===== src/rtl/dcsg_pkg.sv =====
// ----------------------------------------------------------------------------
// Drive command safety governor package
// Shared types, command and result codes, register indexes and reset values.
// ----------------------------------------------------------------------------
`default_nettype none

package dcsg_pkg;

  localparam logic [2:0] CMD_MANUAL = 3'd0;
  localparam logic [2:0] CMD_AUTO   = 3'd1;
  localparam logic [2:0] CMD_STOP   = 3'd2;
  localparam logic [2:0] CMD_MODE   = 3'd3;
  localparam logic [2:0] CMD_RAY    = 3'd4;
  localparam logic [2:0] CMD_TICK   = 3'd5;

  localparam logic [1:0] KIND_EFFORT = 2'd0;
  localparam logic [1:0] KIND_FRONT  = 2'd1;
  localparam logic [1:0] KIND_REAR   = 2'd2;

  localparam logic [2:0] REG_MANUAL_GAIN   = 3'd0;
  localparam logic [2:0] REG_AUTO_GAIN     = 3'd1;
  localparam logic [2:0] REG_TIMEOUT_TICKS = 3'd2;
  localparam logic [2:0] REG_SAFETY_MM     = 3'd3;
  localparam logic [2:0] REG_SONAR_MIN_MM  = 3'd4;
  localparam logic [2:0] REG_SONAR_MAX_MM  = 3'd5;

  localparam logic [15:0] RANGE_RESET = 16'd4000;
  localparam logic [7:0]  AGE_MAX     = 8'hFF;

  typedef struct packed {
    logic [15:0] manual_gain;
    logic [15:0] auto_gain;
    logic [7:0]  timeout_ticks;
    logic [15:0] safety_mm;
    logic [15:0] sonar_min_mm;
    logic [15:0] sonar_max_mm;
  } cfg_t;

  localparam cfg_t CFG_RESET = '{
    manual_gain:   16'd4096,
    auto_gain:     16'd6144,
    timeout_ticks: 8'd20,
    safety_mm:     16'd300,
    sonar_min_mm:  16'd0,
    sonar_max_mm:  16'd4000
  };

  typedef struct packed {
    logic [2:0]         cmd;
    logic signed [15:0] linear_vel;
    logic signed [15:0] angular_vel;
    logic               button_level;
    logic               sonar_side;
    logic [15:0]        ray_mm;
    logic               ray_finite;
    logic               ray_last;
  } in_item_t;

  typedef struct packed {
    logic [1:0]         kind;
    logic [15:0]        range;
    logic signed [15:0] lin;
    logic signed [15:0] ang;
    logic [15:0]        gain;
    logic               front_near;
    logic               rear_near;
  } sel_t;

  typedef struct packed {
    logic [1:0]         kind;
    logic [15:0]        range;
    logic signed [32:0] pl;
    logic signed [32:0] pa;
    logic               front_near;
    logic               rear_near;
  } prod_t;

endpackage

`default_nettype wire


===== src/rtl/dcsg_mult.sv =====
// ----------------------------------------------------------------------------
// Scaling multiply stage
// Multiplies the selected linear and angular commands by the source gain.
// ----------------------------------------------------------------------------
`default_nettype none

module dcsg_mult
  import dcsg_pkg::*;
(
  input  wire logic   clk,
  input  wire logic   rst,
  input  wire logic   sel_valid,
  input  wire sel_t   sel,
  input  wire logic   load_next,
  output logic        load_prod,
  output logic        prod_valid,
  output prod_t       prod
);

  logic signed [16:0] lin_x;
  logic signed [16:0] ang_x;
  logic signed [16:0] gain_x;
  logic signed [33:0] pl_full;
  logic signed [33:0] pa_full;

  assign load_prod = !prod_valid || load_next;
  assign lin_x     = {sel.lin[15], sel.lin};
  assign ang_x     = {sel.ang[15], sel.ang};
  assign gain_x    = {1'b0, sel.gain};
  assign pl_full   = lin_x * gain_x;
  assign pa_full   = ang_x * gain_x;

  always_ff @(posedge clk) begin
    if (rst) begin
      prod_valid <= 1'b0;
    end else if (load_prod) begin
      prod_valid <= sel_valid;
    end
  end

  always_ff @(posedge clk) begin
    if (load_prod) begin
      prod.kind       <= sel.kind;
      prod.range      <= sel.range;
      prod.pl         <= pl_full[32:0];
      prod.pa         <= pa_full[32:0];
      prod.front_near <= sel.front_near;
      prod.rear_near  <= sel.rear_near;
    end
  end

endmodule

`default_nettype wire


===== config.mk =====
export PLATFORM = sky130hd
export DESIGN_NAME = dcsg_mult
export DESIGN_NICKNAME = d
export VERILOG_FILES = /design/src/rtl/dcsg_pkg.sv /design/src/rtl/dcsg_mult.sv
export SDC_FILE = /design/constraint.sdc
export NUM_CORES = 1
export LEC_CHECK = 0
export ABC_AREA = 0
export BUFFER_PORTS_ARGS = -buffer_cell sky130_fd_sc_hd__buf_2
export CAP_MARGIN = 30
export CORE_ASPECT_RATIO = 0.9
export CORE_MARGIN = 2
export CORE_UTILIZATION = 30
export CTS_BUF_LIST = sky130_fd_sc_hd__clkbuf_2
export CTS_CLUSTER_DIAMETER = 30
export DETAILED_ROUTE_END_ITERATION = 7
export PLACE_DENSITY = 0.56
export SYNTH_ARGS = -nofsm -noshare
export SYNTH_HDL_FRONTEND = slang
export SYNTH_SLANG_ARGS = --single-unit

===== constraint.sdc =====
create_clock -name clk -period 6 [get_ports clk]
set_input_delay 0.6 -clock clk [delete_from_list [all_inputs] [get_ports clk]]
set_output_delay 0.6 -clock clk [all_outputs]
set_load 0.1 [all_outputs]

==> run metrics <==
source of the worst hold timing path=sel[34]; chip height=251 µm; drt pass-1 iters=5; Slew @ Worst Pin=0.676 ns; Synth Instances=2176; RSZ-0062 raised after global routing=false; Layout area overhead=19.1%; Max Root-Sink Buffers=2; top post-synthesis cells by area=fa_1 (38%), ha_1 (15%), edfxtp_1 (13%); Ports=160; # DRC=0; routed len/inst=15.3 µm; critical path type=input pin to register; CP required=6.56 ns; Setup Skew=0.0406 ns; total gr overflow=0; Final setup viols=0; largest net degree at the start of global routing=47; share of the synthesized area in the top cell type=38.1%; Synth Area per Inst=9.38 µm²; synth warn=0; clock sink count=87; GRT Total Usage=15.6%; ANT nets after route=0; Syn Std Cell Area=20400 µm²; Fillers=6846; clk slew on worst S/H paths=0.31 ns; max-slew violation count=0; Worst EP arrival=6.32 ns; Critical Path Sink Type=register; IO buf count=159; Tmin final=5.75 ns; worst reg2reg path depth=2; clk root buf=clkbuf_2; post-synth top area cell=fa_1; cell row count=90; Final Cell Area=24300 µm²; Placed Instance Area=23900 µm²; antenna violations before repair=4; drt total wl=52000 µm; hold depth=2; synth unique cells=56; reg-to-reg startpoint=prod_valid; CP Max Fanout=13; Hold WC Path Type=input pin to register; Worst setup SP type=input pin; Starting DRT DRC Count=1107; routed vias/inst=4.59; CTS tree=done; status=finished clean; number of synthesized flops with an enable pin=86; syn_nets=2880; Most used DFF post-synth=edfxtp_1; Yosys reg bits=87; Post-synth ARST share=0%; routability cong.=0.893; DP HPWL=44900 µm; fin crit share=95.9%; first-pass GRT wire length=86700 µm; reg2reg setup slack=4.04 ns; fin nets=3225; Min-Delay Endpoint=prod[35]; Seq/Total Area, Yosys=12.8%; die area=70100 µm²; H-tree levels=3; Worst R2R End=prod[14]; max_cap viols=0; vias in the first global route=16587; Die X=279 µm; Worst-Skew Late Latency=0.77 ns; setup_tns=0 ns; Final Hold Fails=0; buffer count from post-CTS setup fixing=0; Core ar.=67100 µm²; fraction of layout cells with a size suffix above 1=17.5%; Initial Utilization=30.4%; Max Freq=0.174 GHz; Num CTS Buffers=9; Slew headroom=55.0%; DR vias=15627
[critical path: stages]
cell	delay (ns)
buf_2	0.19
buf_12	0.19
and2_1	0.18
fa_1	0.54
inv_1	0.05
fa_1	0.46
fa_1	0.52
inv_1	0.05
fa_1	0.49
fa_1	0.50
inv_1	0.05
fa_1	0.47
inv_1	0.04
ha_1	0.29
a21oi_1	0.20
a21boi_0	0.11
o21ai_0	0.25
a21oi_1	0.15
a311oi_2	0.35
a21oi_1	0.20
a221oi_2	0.33
xnor2_1	0.09
[metrics by stage]
step / worst slack [ns] / hold WS, ns / util, % / cells
CTS: 0.293 / 0.196 / 36.2 / 3400
global route: 0.107 / 0.225 / 36.2 / 3404
global placement: -0.598 / 0.754 / 35.7 / 3362
detailed placement: -0.690 / 0.761 / 35.7 / 3362
floorplan: -0.104 / 0.669 / - / 2176
finish: 0.248 / 0.331 / 36.2 / 3404
[metal layers]
metal	wire length [µm]	GRT usage (%)
met1	25000	22.8
met2	23100	24.1
met3	3360	2.90
met4	517	2.93
met5	18	0
[layout make-up]
class | count | area (µm²) | area share, %
Antenna cell | 4 | 10.0 | 0.0412
Clock buffer | 9 | 45.0 | 0.185
Clock inverter | 7 | 70.1 | 0.288
Inverter | 496 | 1860 | 7.66
Multi-Input combinational cell | 1495 | 15600 | 64.2
Sequential cell | 87 | 2600 | 10.7
Tap cell | 874 | 1090 | 4.50
Timing Repair Buffer | 432 | 3010 | 12.4
[cell usage after synthesis (2+ instances only)]
cell type and n:
inv_1 495, fa_1 388, nand2_1 290, ha_1 244, and2_1 225, clkbuf_1 95, edfxtp_1 86, a21oi_1 52
nor2_1 45, xnor2_1 39, a21o_1 38, o21ai_0 33, nand2b_1 18, xor2_1 18, and3_1 12, nand3_1 11
nand4_1 11, nor2b_1 9, a31oi_1 7, o21bai_1 6, a211oi_1 4, a21boi_0 3, o211ai_1 3, o21a_1 3
a221oi_1 2, a311o_1 2, a311oi_1 2, a31o_2 2, nand3b_1 2, nor3_1 2, nor3b_1 2, o2111ai_1 2
o21ai_1 2
[timing repair]
| action | in CTS | in global routing |
|---|---|---|
| resized for setup | 0 | 2 |
| setup endpoints to repair | 0 | 1 |
| endpoints found under the hold margin | 21 | 0 |
| hold buffers | 22 | 0 |
[state kept, by name, summed over array words and instances, names as in the netlist]
| signal | count |
|---|---|
| prod | 86 |
| prod_valid | 1 |
[worst max path at each step]
stage / startpoint / end / cells past startpoint
2_1_floorplan: sel[15] / prod[67] / 22
3_3_place_gp: sel[11] / prod[34] / 22
3_5_place_dp: sel[11] / prod[34] / 22
4_1_cts: sel[11] / prod[34] / 22
5_1_grt: sel[9] / prod[32] / 21
6_report: sel[11] / prod[34] / 22
[logic make-up after synthesis]
kind of cell,count (synthesis),share of synthesized area (%)
AND/OR/NAND/NOR,630,15.2
buffers and inverters,594,11.0
AO/OA/AOI/OAI,176,5.60
adder cells (fa/ha/maj),632,53.0
XOR/XNOR,57,2.45
flip-flops,87,12.8
[cells in the final DEF, fill, tap and decap left out, types with 12 or more instances in the layout]
cell           synthesis  final
a21o_1                38     38
a21oi_1               52     51
and2_1               225    223
and3_1                12     12
buf_2                  0    159
buf_4                  1    242
dlygate4sd3_1          0     22
edfxtp_1              86     86
fa_1                 388    387
ha_1                 244    244
inv_1                495    495
nand2_1              290    289
nand2b_1              18     17
nor2_1                45     45
o21ai_0               33     33
xnor2_1               39     39
xor2_1                18     18
Power is not shown: default switching activity piles up to over one toggle a cycle in this logic, so the estimate is an artifact.
