$ cat config.mk
export PLATFORM = sky130hd
export DESIGN_NAME = dcsg_cfg_regs_flat
export DESIGN_NICKNAME = d
export VERILOG_FILES = /design/src/rtl/dcsg_pkg.sv /design/src/rtl/dcsg_if.sv /design/src/rtl/dcsg_cfg_regs.sv /design/src/flat_wrapper.sv
export SDC_FILE = /design/constraint.sdc
export NUM_CORES = 1
export LEC_CHECK = 0
export ABC_AREA = 0
export BUFFER_PORTS_ARGS = -buffer_cell sky130_fd_sc_hd__buf_2
export CAP_MARGIN = 20
export CORE_MARGIN = 10
export CORE_UTILIZATION = 40
export DETAILED_ROUTE_END_ITERATION = 8
export GPL_ROUTABILITY_DRIVEN = 0
export PLACE_DENSITY = 0.7
export SYNTH_ARGS = -nofsm -noshare
export SYNTH_HDL_FRONTEND = slang
export SYNTH_SLANG_ARGS = --single-unit
$ cat constraint.sdc
create_clock -name clk -period 1.8 [get_ports clk]
set_input_delay 0.36 -clock clk [delete_from_list [all_inputs] [get_ports clk]]
set_output_delay 0.36 -clock clk [all_outputs]
set_load 0.005 [all_outputs]
$ cat src/rtl/dcsg_pkg.sv
// ----------------------------------------------------------------------------
// Drive command safety governor package
// Shared types, command and result codes, register indexes and reset values.
// ----------------------------------------------------------------------------
`default_nettype none

package dcsg_pkg;

  localparam logic [2:0] CMD_MANUAL = 3'd0;
  localparam logic [2:0] CMD_AUTO   = 3'd1;
  localparam logic [2:0] CMD_STOP   = 3'd2;
  localparam logic [2:0] CMD_MODE   = 3'd3;
  localparam logic [2:0] CMD_RAY    = 3'd4;
  localparam logic [2:0] CMD_TICK   = 3'd5;

  localparam logic [1:0] KIND_EFFORT = 2'd0;
  localparam logic [1:0] KIND_FRONT  = 2'd1;
  localparam logic [1:0] KIND_REAR   = 2'd2;

  localparam logic [2:0] REG_MANUAL_GAIN   = 3'd0;
  localparam logic [2:0] REG_AUTO_GAIN     = 3'd1;
  localparam logic [2:0] REG_TIMEOUT_TICKS = 3'd2;
  localparam logic [2:0] REG_SAFETY_MM     = 3'd3;
  localparam logic [2:0] REG_SONAR_MIN_MM  = 3'd4;
  localparam logic [2:0] REG_SONAR_MAX_MM  = 3'd5;

  localparam logic [15:0] RANGE_RESET = 16'd4000;
  localparam logic [7:0]  AGE_MAX     = 8'hFF;

  typedef struct packed {
    logic [15:0] manual_gain;
    logic [15:0] auto_gain;
    logic [7:0]  timeout_ticks;
    logic [15:0] safety_mm;
    logic [15:0] sonar_min_mm;
    logic [15:0] sonar_max_mm;
  } cfg_t;

  localparam cfg_t CFG_RESET = '{
    manual_gain:   16'd4096,
    auto_gain:     16'd6144,
    timeout_ticks: 8'd20,
    safety_mm:     16'd300,
    sonar_min_mm:  16'd0,
    sonar_max_mm:  16'd4000
  };

  typedef struct packed {
    logic [2:0]         cmd;
    logic signed [15:0] linear_vel;
    logic signed [15:0] angular_vel;
    logic               button_level;
    logic               sonar_side;
    logic [15:0]        ray_mm;
    logic               ray_finite;
    logic               ray_last;
  } in_item_t;

  typedef struct packed {
    logic [1:0]         kind;
    logic [15:0]        range;
    logic signed [15:0] lin;
    logic signed [15:0] ang;
    logic [15:0]        gain;
    logic               front_near;
    logic               rear_near;
  } sel_t;

  typedef struct packed {
    logic [1:0]         kind;
    logic [15:0]        range;
    logic signed [32:0] pl;
    logic signed [32:0] pa;
    logic               front_near;
    logic               rear_near;
  } prod_t;

endpackage

`default_nettype wire

$ cat src/rtl/dcsg_if.sv
// ----------------------------------------------------------------------------
// Drive command safety governor channels
// Event input channel, result output channel and register write channel.
// ----------------------------------------------------------------------------
`default_nettype none


interface dcsg_cfg_if;
  logic        valid;
  logic        ready;
  logic [2:0]  index;
  logic [15:0] data;

  modport source (output valid, index, data, input ready);
  modport sink (input valid, index, data, output ready);
endinterface

`default_nettype wire

$ cat src/rtl/dcsg_cfg_regs.sv
// ----------------------------------------------------------------------------
// Configuration registers
// Holds the gains, timeout, safety distance and sonar bounds.
// ----------------------------------------------------------------------------
`default_nettype none

module dcsg_cfg_regs
  import dcsg_pkg::*;
(
  input  wire logic   clk,
  input  wire logic   rst,
  dcsg_cfg_if.sink    cfg,
  output cfg_t        regs
);

  assign cfg.ready = 1'b1;

  always_ff @(posedge clk) begin
    if (rst) begin
      regs <= CFG_RESET;
    end else if (cfg.valid && cfg.ready) begin
      unique case (cfg.index)
        REG_MANUAL_GAIN:   regs.manual_gain   <= cfg.data;
        REG_AUTO_GAIN:     regs.auto_gain     <= cfg.data;
        REG_TIMEOUT_TICKS: regs.timeout_ticks <= cfg.data[7:0];
        REG_SAFETY_MM:     regs.safety_mm     <= cfg.data;
        REG_SONAR_MIN_MM:  regs.sonar_min_mm  <= cfg.data;
        REG_SONAR_MAX_MM:  regs.sonar_max_mm  <= cfg.data;
        default: begin
        end
      endcase
    end
  end

endmodule

`default_nettype wire

$ cat src/flat_wrapper.sv
// flat-port wrapper written by rule: the top's interface ports become plain ports
module dcsg_cfg_regs_flat import dcsg_pkg::*;
  (clk, rst, regs, cfg_valid, cfg_index, cfg_data, cfg_ready);
  dcsg_cfg_if cfg_i ();
  input  wire logic clk;
  input  wire logic rst;
  output cfg_t regs;
  input wire logic [$bits(cfg_i.valid)-1:0] cfg_valid;
  input wire logic [$bits(cfg_i.index)-1:0] cfg_index;
  input wire logic [$bits(cfg_i.data)-1:0] cfg_data;
  output wire logic [$bits(cfg_i.ready)-1:0] cfg_ready;
  assign cfg_i.valid = cfg_valid;
  assign cfg_i.index = cfg_index;
  assign cfg_i.data = cfg_data;
  assign cfg_ready = cfg_i.ready;
  dcsg_cfg_regs u_core (.clk(clk), .rst(rst), .cfg(cfg_i), .regs(regs));
endmodule
==> flow_metrics.tcl <==
set metrics [dict create \
    outcome "finished clean" \
    track_usage 0.137 \
    synth-seq-cells 88 \
    cp_max_fo 2 \
    largest_register "u_core.regs" \
    cts_buffers 9 \
    drc 0 \
    die_area_mm2 0.0130 \
    rsz0062_at_grt "false" \
    wl_per_cell_um 16.5 \
    critPathTopFamily "flip-flops" \
    cts_resized 0 \
    switching_share 0.230 \
    synth_cell_types 15 \
    finalWirelength_um 8920 \
    seq_power_share 0.563 \
    multi_input_area_mm2 0.00165 \
    dp_hpwl_um 6490 \
    io_buffer_count 109 \
    cts_setup_buffers 0 \
    insertion_delay_ns 0.34 \
    r2r_setup_slack_ns 1.13 \
    setup.worst_path.class "register to output pin" \
    ant_nets 0 \
    fill_cells 831 \
    finalNetCount 452 \
    slew_viol_final 0 \
    antennaDiodeCount 0 \
    ff2ff_path_depth 2 \
    finClkSkew_ns 0 \
    power.leakage_nw 2.23 \
    netlist_area_mm2 0.00355 \
    required_ns 1.44 \
    worstPathCellList "buf_2" \
    hold_start "cfg_data[9]" \
    endpoint_kind "output pin" \
    cp.depth 1 \
    slowest_stage "dfxtp_1" \
    setup_tns_ns 0 \
    root_buffer "clkbuf_8" \
    syn_inst 328 \
    setup_slack_ns 0.569 \
    critical_path.max_stage_delay_ns 0.39 \
    hold_depth 3 \
    ir_drop_mv 0.518 \
    rows 34 \
    worstHoldEndpoint "u_core.regs[9]$_SDFFE_PP1P_" \
    die_h_um 114 \
    ioPinCount 111 \
    grt_pass1_wl_um 14500 \
    initial_utilization 0.409 \
    synth.avg_cell_area_um2 10.8 \
    antenna_found_initial 0 \
    viasPerCell 4.82 \
    seqCellArea_mm2 0.00176 \
    hp-class "input pin to register" \
    p_sw_uw 822 \
    min_period_ns 1.23 \
    comb_power_share 0.081 \
    worstPathArrival_ns 0.87 \
    area_delta_synth_final_pct 22.6 \
    path_clk_slew_ns 0.08 \
    die_w_um 114 \
    grt_pass1_vias 2732 \
    cts_buffer_depth 2 \
    synth_seq_area_share 0.496 \
    cts_hold_buf 0 \
    cap_violations 0 \
    clock_sink_count 88 \
    setup_viol 0 \
    core_mm2 0.00868 \
    drive_gt1_frac 0.309 \
    hold_viol_final 0 \
    grt_max_degree 89 \
    cts_tree "built" \
    fmax_mhz 813 \
    firstDrtPassIters 4 \
    yosys_warnings 0 \
    preCtsSetupSlack_ns 0.290 \
    reg2reg_to "u_core.regs[59]$_SDFFE_PP0P_" \
    r2r-start "u_core.regs[59]$_SDFFE_PP0P_" \
    clkPwrFrac 0.357 \
    crit_buf_inv 1 \
    p_int_mw 2.75 \
    p_per_area_mw_per_mm2 821 \
    synth_fp_nets 350 \
    htree_levels 3 \
    grt_overflow 0 \
    route.vias.total 2608 \
    finalCritPeriodShare 0.684 \
    drt_iter0_markers 118 \
    largestRegisters "u_core.regs (88)" \
    largest_reg_flops 88 \
    start_kind "register" \
]
[cells in the mapped netlist, drive strengths merged]
| library cell | instances | area share |
|---|---|---|
| nand2b | 89 | 0.16 |
| dfxtp | 88 | 0.50 |
| mux2i | 88 | 0.25 |
| nor2 | 25 | 0.026 |
| buf | 15 | 0.027 |
| clkbuf | 12 | 0.013 |
| nand4bb | 3 | 0.0095 |
| and4b | 2 | 0.0056 |
| nand4b | 2 | 0.0049 |
| conb | 1 | 0.0011 |
| nor4b | 1 | 0.0042 |
| nor4bb | 1 | 0.0028 |
| or4b | 1 | 0.0039 |
[cell type report]
class / count / share of cell area
multi-input cells: 213 / 0.380
flip-flops and latches: 88 / 0.405
well taps: 108 / 0.0311
repair buffers: 118 / 0.144
clock inverters: 4 / 0.0109
clock buffers: 10 / 0.0293
[power by group through the flow]
stage               Sequential (mW)  Combinational [mW]  Clock, mW
floorplan                      2.06               0.176          0
global placement               2.05               0.287          0
detailed placement             2.06               0.293          0
CTS                            2.01               0.294       1.33
global route                   2.02               0.318       1.40
finish                         2.01               0.288       1.27
[cell usage in the layout, fill, tap and decap left out]
master / n
nand4bb_1: 3
conb_1: 1
buf_12: 1
buf_4: 8
nand4b_1: 2
clkbuf_8: 9
nand2b_1: 89
clkbuf_1: 1
nor4b_2: 1
clkinv_2: 2
and4b_1: 2
dfxtp_1: 88
bufinv_16: 1
clkinvlp_4: 1
or4b_4: 1
nor2_1: 25
buf_2: 109
nor4bb_2: 1
mux2i_1: 88
[cell families (layout without fill, tap and decap cells)]
logic type	count (synthesis)	after routing	synth area share
multiplexers	88	88	0.248
buffers and inverters	27	132	0.0398
other	1	1	0.00106
AND/OR/NAND/NOR	124	124	0.214
flip-flops	88	88	0.496
[per-layer routing]
layer / part of all wire / vias up / track usage
met5: 0 / - / 0
met4: 0.0045 / 0 / 0.0251
met3: 0.10 / 5 / 0.0734
met2: 0.43 / 86 / 0.208
met1: 0.46 / 1230 / 0.168
li1: - / 1287 / -
[how the worst max path moves through the flow]
stage	from	to	slack, ns
floorplan	cfg_index[1]	u_core.regs[78]$_SDFFE_PP0P_	0.29
global placement	cfg_index[2]	u_core.regs[85]$_SDFFE_PP0P_	0.31
detailed placement	cfg_index[2]	u_core.regs[84]$_SDFFE_PP1P_	0.29
CTS	u_core.regs[59]$_SDFFE_PP0P_	regs[59]	0.57
global route	u_core.regs[59]$_SDFFE_PP0P_	regs[59]	0.54
finish	u_core.regs[59]$_SDFFE_PP0P_	regs[59]	0.57
[worst reg2reg max path, cell delays in order, from the launching register on]
cell      delay, ns
dfxtp_1        0.39
nand2b_1       0.08
mux2i_1        0.13
[metrics by stage]
step	power [mW]	hold slack [ns]	util	cells	cell area, um^2
after floorplan	2.23	0.465	-	328	3550
after CTS	3.63	0.267	0.501	541	4350
after global placement	2.34	0.457	0.481	527	4170
after global routing	3.73	0.287	0.501	541	4350
after detailed placement	2.35	0.462	0.481	527	4170
final	3.57	0.283	0.501	541	4350
No activity file was read; power rests on OpenSTA's default activity.
