**src/rtl/dcsg_pkg.sv**
```systemverilog
// ----------------------------------------------------------------------------
// Drive command safety governor package
// Shared types, command and result codes, register indexes and reset values.
// ----------------------------------------------------------------------------
`default_nettype none

package dcsg_pkg;

  localparam logic [2:0] CMD_MANUAL = 3'd0;
  localparam logic [2:0] CMD_AUTO   = 3'd1;
  localparam logic [2:0] CMD_STOP   = 3'd2;
  localparam logic [2:0] CMD_MODE   = 3'd3;
  localparam logic [2:0] CMD_RAY    = 3'd4;
  localparam logic [2:0] CMD_TICK   = 3'd5;

  localparam logic [1:0] KIND_EFFORT = 2'd0;
  localparam logic [1:0] KIND_FRONT  = 2'd1;
  localparam logic [1:0] KIND_REAR   = 2'd2;

  localparam logic [2:0] REG_MANUAL_GAIN   = 3'd0;
  localparam logic [2:0] REG_AUTO_GAIN     = 3'd1;
  localparam logic [2:0] REG_TIMEOUT_TICKS = 3'd2;
  localparam logic [2:0] REG_SAFETY_MM     = 3'd3;
  localparam logic [2:0] REG_SONAR_MIN_MM  = 3'd4;
  localparam logic [2:0] REG_SONAR_MAX_MM  = 3'd5;

  localparam logic [15:0] RANGE_RESET = 16'd4000;
  localparam logic [7:0]  AGE_MAX     = 8'hFF;

  typedef struct packed {
    logic [15:0] manual_gain;
    logic [15:0] auto_gain;
    logic [7:0]  timeout_ticks;
    logic [15:0] safety_mm;
    logic [15:0] sonar_min_mm;
    logic [15:0] sonar_max_mm;
  } cfg_t;

  localparam cfg_t CFG_RESET = '{
    manual_gain:   16'd4096,
    auto_gain:     16'd6144,
    timeout_ticks: 8'd20,
    safety_mm:     16'd300,
    sonar_min_mm:  16'd0,
    sonar_max_mm:  16'd4000
  };

  typedef struct packed {
    logic [2:0]         cmd;
    logic signed [15:0] linear_vel;
    logic signed [15:0] angular_vel;
    logic               button_level;
    logic               sonar_side;
    logic [15:0]        ray_mm;
    logic               ray_finite;
    logic               ray_last;
  } in_item_t;

  typedef struct packed {
    logic [1:0]         kind;
    logic [15:0]        range;
    logic signed [15:0] lin;
    logic signed [15:0] ang;
    logic [15:0]        gain;
    logic               front_near;
    logic               rear_near;
  } sel_t;

  typedef struct packed {
    logic [1:0]         kind;
    logic [15:0]        range;
    logic signed [32:0] pl;
    logic signed [32:0] pa;
    logic               front_near;
    logic               rear_near;
  } prod_t;

endpackage

`default_nettype wire

```
**src/rtl/dcsg_if.sv**
```systemverilog
// ----------------------------------------------------------------------------
// Drive command safety governor channels
// Event input channel, result output channel and register write channel.
// ----------------------------------------------------------------------------
`default_nettype none


interface dcsg_out_if;
  logic               valid;
  logic               ready;
  logic [1:0]         result_kind;
  logic signed [16:0] right_effort;
  logic signed [16:0] left_effort;
  logic [15:0]        range_mm;
  logic               forward_blocked;
  logic               reverse_blocked;

  modport source (
    output valid, result_kind, right_effort, left_effort, range_mm,
           forward_blocked, reverse_blocked,
    input  ready
  );
  modport sink (
    input  valid, result_kind, right_effort, left_effort, range_mm,
           forward_blocked, reverse_blocked,
    output ready
  );
endinterface


`default_nettype wire

```
**src/rtl/dcsg_finish.sv**
```systemverilog
// ----------------------------------------------------------------------------
// Result stage
// Clamps, blocks toward near obstacles, rescales and forms wheel efforts, or passes ranges.
// ----------------------------------------------------------------------------
`default_nettype none

module dcsg_finish
  import dcsg_pkg::*;
(
  input  wire logic   clk,
  input  wire logic   rst,
  input  wire logic   prod_valid,
  input  wire prod_t  prod,
  output logic        load_res,
  dcsg_out_if.source  result
);

  localparam logic signed [32:0] QLIM = 33'sd16777216;

  logic signed [25:0] pl_c;
  logic signed [25:0] pa_c;
  logic signed [25:0] pl_b;
  logic signed [25:0] pl_bias;
  logic signed [25:0] pa_bias;
  logic signed [13:0] v;
  logic signed [13:0] w;
  logic signed [14:0] sum;
  logic signed [14:0] diff;
  logic               fwd;
  logic               rev;
  logic               is_effort;

  function automatic logic signed [25:0] clamp26(input logic signed [32:0] p);
    logic signed [32:0] c;
    begin
      c = p;
      if (p > QLIM) begin
        c = QLIM;
      end else if (p < -QLIM) begin
        c = -QLIM;
      end
      return c[25:0];
    end
  endfunction

  assign load_res = !result.valid || result.ready;

  always_comb begin
    is_effort = prod.kind == KIND_EFFORT;
    pl_c      = clamp26(prod.pl);
    pa_c      = clamp26(prod.pa);
    fwd       = (prod.pl > 33'sd0) && prod.front_near;
    rev       = !fwd && (prod.pl < 33'sd0) && prod.rear_near;
    pl_b      = (fwd || rev) ? 26'sd0 : pl_c;
    pl_bias   = pl_b + (pl_b[25] ? 26'sd4095 : 26'sd0);
    pa_bias   = pa_c + (pa_c[25] ? 26'sd4095 : 26'sd0);
    v         = pl_bias[25:12];
    w         = pa_bias[25:12];
    sum       = {v[13], v} + {w[13], w};
    diff      = {v[13], v} - {w[13], w};
  end

  always_ff @(posedge clk) begin
    if (rst) begin
      result.valid <= 1'b0;
    end else if (load_res) begin
      result.valid <= prod_valid;
    end
  end

  always_ff @(posedge clk) begin
    if (load_res) begin
      result.result_kind     <= prod.kind;
      result.right_effort    <= is_effort ? {sum, 2'b00} : 17'sd0;
      result.left_effort     <= is_effort ? {diff, 2'b00} : 17'sd0;
      result.range_mm        <= is_effort ? 16'd0 : prod.range;
      result.forward_blocked <= is_effort && fwd;
      result.reverse_blocked <= is_effort && rev;
    end
  end

endmodule

`default_nettype wire
```
**src/flat_wrapper.sv**
```systemverilog
// flat-port wrapper written by rule: the top's interface ports become plain ports
module dcsg_finish_flat import dcsg_pkg::*;
  (clk, rst, prod_valid, prod, load_res, result_valid, result_result_kind, result_right_effort, result_left_effort, result_range_mm, result_forward_blocked, result_reverse_blocked, result_ready);
  dcsg_out_if result_i ();
  input  wire logic clk;
  input  wire logic rst;
  input  wire logic prod_valid;
  input  wire prod_t prod;
  output logic load_res;
  output wire logic [$bits(result_i.valid)-1:0] result_valid;
  output wire logic [$bits(result_i.result_kind)-1:0] result_result_kind;
  output wire logic [$bits(result_i.right_effort)-1:0] result_right_effort;
  output wire logic [$bits(result_i.left_effort)-1:0] result_left_effort;
  output wire logic [$bits(result_i.range_mm)-1:0] result_range_mm;
  output wire logic [$bits(result_i.forward_blocked)-1:0] result_forward_blocked;
  output wire logic [$bits(result_i.reverse_blocked)-1:0] result_reverse_blocked;
  input wire logic [$bits(result_i.ready)-1:0] result_ready;
  assign result_valid = result_i.valid;
  assign result_result_kind = result_i.result_kind;
  assign result_right_effort = result_i.right_effort;
  assign result_left_effort = result_i.left_effort;
  assign result_range_mm = result_i.range_mm;
  assign result_forward_blocked = result_i.forward_blocked;
  assign result_reverse_blocked = result_i.reverse_blocked;
  assign result_i.ready = result_ready;
  dcsg_finish u_core (.clk(clk), .rst(rst), .prod_valid(prod_valid), .prod(prod), .load_res(load_res), .result(result_i));
endmodule
```
**config.mk**
```make
export PLATFORM = sky130hd
export DESIGN_NAME = dcsg_finish_flat
export DESIGN_NICKNAME = d
export VERILOG_FILES = /design/src/rtl/dcsg_pkg.sv /design/src/rtl/dcsg_if.sv /design/src/rtl/dcsg_finish.sv /design/src/flat_wrapper.sv
export SDC_FILE = /design/constraint.sdc
export NUM_CORES = 1
export LEC_CHECK = 0
export ABC_AREA = 1
export BUFFER_PORTS_ARGS = -buffer_cell sky130_fd_sc_hd__buf_2
export CAP_MARGIN = 25
export CORE_ASPECT_RATIO = 1.1
export CORE_UTILIZATION = 50
export CTS_CLUSTER_SIZE = 16
export DETAILED_ROUTE_END_ITERATION = 8
export GPL_TIMING_DRIVEN = 0
export PLACE_DENSITY = 0.75
export SLEW_MARGIN = 5
export SYNTH_ARGS = -nofsm -noshare
export SYNTH_HDL_FRONTEND = slang
export SYNTH_SLANG_ARGS = --single-unit
```
**constraint.sdc**
```tcl
create_clock -name clk -period 6.4 [get_ports clk]
set_clock_uncertainty 0.2 [all_clocks]
set_input_delay 0.96 -clock clk [delete_from_list [all_inputs] [get_ports clk]]
set_output_delay 0.96 -clock clk [all_outputs]
set_load 0.005 [all_outputs]
```
==> flow_summary.ini <==
[status]
status = finished clean

[global_route]
antenna_found_initial = 0
grt_max_degree = 28
grt_pass1_vias = 5094
grt_pass1_wl_mm = 21.71
grt-ovfl-total = 0
grtUsageTotal = 0.2345

[die]
fp.dieW_um = 101.6
initial_core_util = 0.5197
std_cell_rows = 39
core_mm2 = 0.01049
ios = 146
dieArea_mm2 = 0.01133
die_y_um = 111.5

[timing]
slew_headroom = 0.5927
finalHoldViolCount = 0
timing.final.crit_share = 0.9001
maxSlewViolCount = 0
fin_crit_ns = 5.760
timing.fmax_mhz = 173.6
setup_viol = 0
setup_tns_ns = 0
rsz0062_at_grt = no
worst_pin_slew_ns = 0.6088

[placement]
port_buffers = 141
hpwl_mm = 10.79
place.gp.congestion = 0.9144

[layout]
final_common_cell = nand2_1
fill_cells = 1026
final_cell_mix = 165 x nand2_1, 142 x buf_2, 139 x nor2_1, 120 x inv_1, 63 x a21oi_1
nets = 1107
syn_to_final_growth_pct = 20.03
seqCellArea_mm2 = 0.001491
multi_input_area_mm2 = 0.003381
diodes = 0
drive_above_1_share = 0.2060

[cts]
insertion_delay_ns = 0.29
path_clk_slew_ns = 0.07
numCtsBuffers = 5
cts_setup_buffers = 0
cts_sinks = 50
cts-root-buf = clkbuf_16
clk_path_buf_depth = 2
htreeDepth = 2
cts_tree = done

[synth]
synthCells = 814
synth_top_family_by_area = simple AND/OR/NAND/NOR gates
async_reset_ff_frac = 0
ys_ff_latch = 50
netlist_area_mm2 = 0.005453
synth-edff-count = 49
yosys.area_share.simple = 0.3531
synth_area_leaders = edfxtp_1 27%, ha_1 11%, nand2_1 11%
yosysSeqAreaShare = 0.2735
synthAdderAreaFrac = 0.1221
synth_top_area_frac = 0.2698
synth.area.mux_share = 0
synth-compound-area-share = 0.1271
synth-xor-area-share = 0.01446
ys_warn_count = 0
avgSynthCellArea_um2 = 6.699
synth.distinct_cells = 51
ys.flop_type = edfxtp_1
synth_area_leader_cell = edfxtp_1

[min_path]
hold_class = input port to register
hold_depth = 2
hp-start = rst

[worst_setup_path]
cp-start-kind = input port
critical_path_class = input port to register
crit_arrival_ns = 5.70
slowest_delay_ns = 0.30
cp_max_fo = 10
cp_slowest_cell = o21ai_0
cp-end-kind = register
r2r_cells = 2
crit_required_ns = 6.34
worstReg2RegStart = u_core.result.valid
crit_start = prod[51]

[pwr]
leakagePower_nw = 3.419
power.total_w = 0.0009608
peakVddDrop_mv = 0.1502
powerDensity_mw_per_mm2 = 146.8

[route]
drc_errors = 0
wl_mm = 12.88
wl_per_cell_um = 11.62
drtPass1Iterations = 5
vias_per_cell = 4.988
drt-initial-drc-count = 266
vias = 5532
ant_nets = 0

[run]
drv_cap = 0
-- state kept, by name, summed over array words and instances, names as in the netlist --
register and cells:
u_core.result.range_mm 16, u_core.result.left_effort 14, u_core.result.result_kind 2, u_core.result.forward_blocked 1, u_core.result.right_effort 15, u_core.result.valid 1, u_core.result.reverse_blocked 1
-- power breakdown --
part / switching, W / internal, W
clock network: 0.000112 / 0.000184
registers: 0.00000614 / 0.000390
logic: 0.000164 / 0.000103
-- synthesized netlist by cell type (2+ instances only) --
cell type    n
o21a_1       4
a211oi_1     2
xor2_1       5
or2_1        2
nor2_4       3
nor3_1      23
ha_1        50
clkbuf_1    10
o21ai_0     33
buf_6        2
nand3b_1     7
nand4_1     26
a21o_1       2
xnor2_1      4
nand3_1     42
o31ai_1      3
nor3_2       4
inv_2       10
nand2_1    166
inv_1      120
edfxtp_1    49
nor2_2       4
nand2_2      9
buf_4        5
fa_1         2
a21oi_1     63
nor2_1     139
o21bai_1     2
-- path summary, 6_finish.rpt --
check | to | slack (ns)
worst min-delay path | u_core.result.valid | 0.62
worst max-delay path | u_core.result.left_effort[14] | 0.64
worst min register to register | u_core.result.left_effort[11] | 0.81
worst max register to register | u_core.result.right_effort[8] | 4.87
-- critical path, delay by kind of cell --
| kind | cells | cell delay, ns |
|---|---|---|
| AOI/OAI and AO/OA | 7 | 1.36 |
| adders and majority gates | 2 | 0.54 |
| and+or+nand+nor | 20 | 2.02 |
| buffers and inverters | 6 | 0.81 |
-- cell families after synthesis --
logic type,count (synthesis)
xor+xnor,9
simple gates,432
compound gates,121
other cells,1
flops,50
buf+inv,149
fa+ha+maj,52
-- repair_timing --
action,in CTS,in global routing
resized for setup,0,1
endpoints found under the setup margin,0,2
hold buffers,0,0
-- cell type report --
| type | count | share of cell area |
|---|---|---|
| timing repair buffer | 142 | 0.1120 |
| inverter | 130 | 0.07456 |
| tap | 143 | 0.02734 |
| multi-input combinational | 618 | 0.5165 |
| buffer | 18 | 0.01568 |
| sequential | 50 | 0.2279 |
| clock buffer | 5 | 0.01912 |
| clock inverter | 3 | 0.006882 |
-- through the flow --
step / hold slack, ns / setup slack (ns) / utilization / area [µm²] / std cells
3_5_place_dp: 0.8019 / 0.1218 / 0.6080 / 6379 / 1102
5_1_grt: 0.6274 / 0.02912 / 0.6239 / 6545 / 1109
4_1_cts: 0.6231 / 0.3958 / 0.6242 / 6549 / 1110
2_1_floorplan: 0.8291 / 1.183 / - / 5464 / 817
3_3_place_gp: 0.9222 / 0.1097 / 0.6051 / 6349 / 1101
6_report: 0.6215 / 0.6395 / 0.6239 / 6545 / 1109
-- routing by layer --
metal	vias up	routed length, µm	GRT usage	part of all wire
met4	0	197	0.05990	0.015
met1	2364	5627	0.2904	0.44
met2	181	6321	0.4216	0.49
li1	2975	-	-	-
met5	-	0	0	0
met3	12	737	0.03076	0.057
Note: power is estimated with default switching activity, not from simulation.
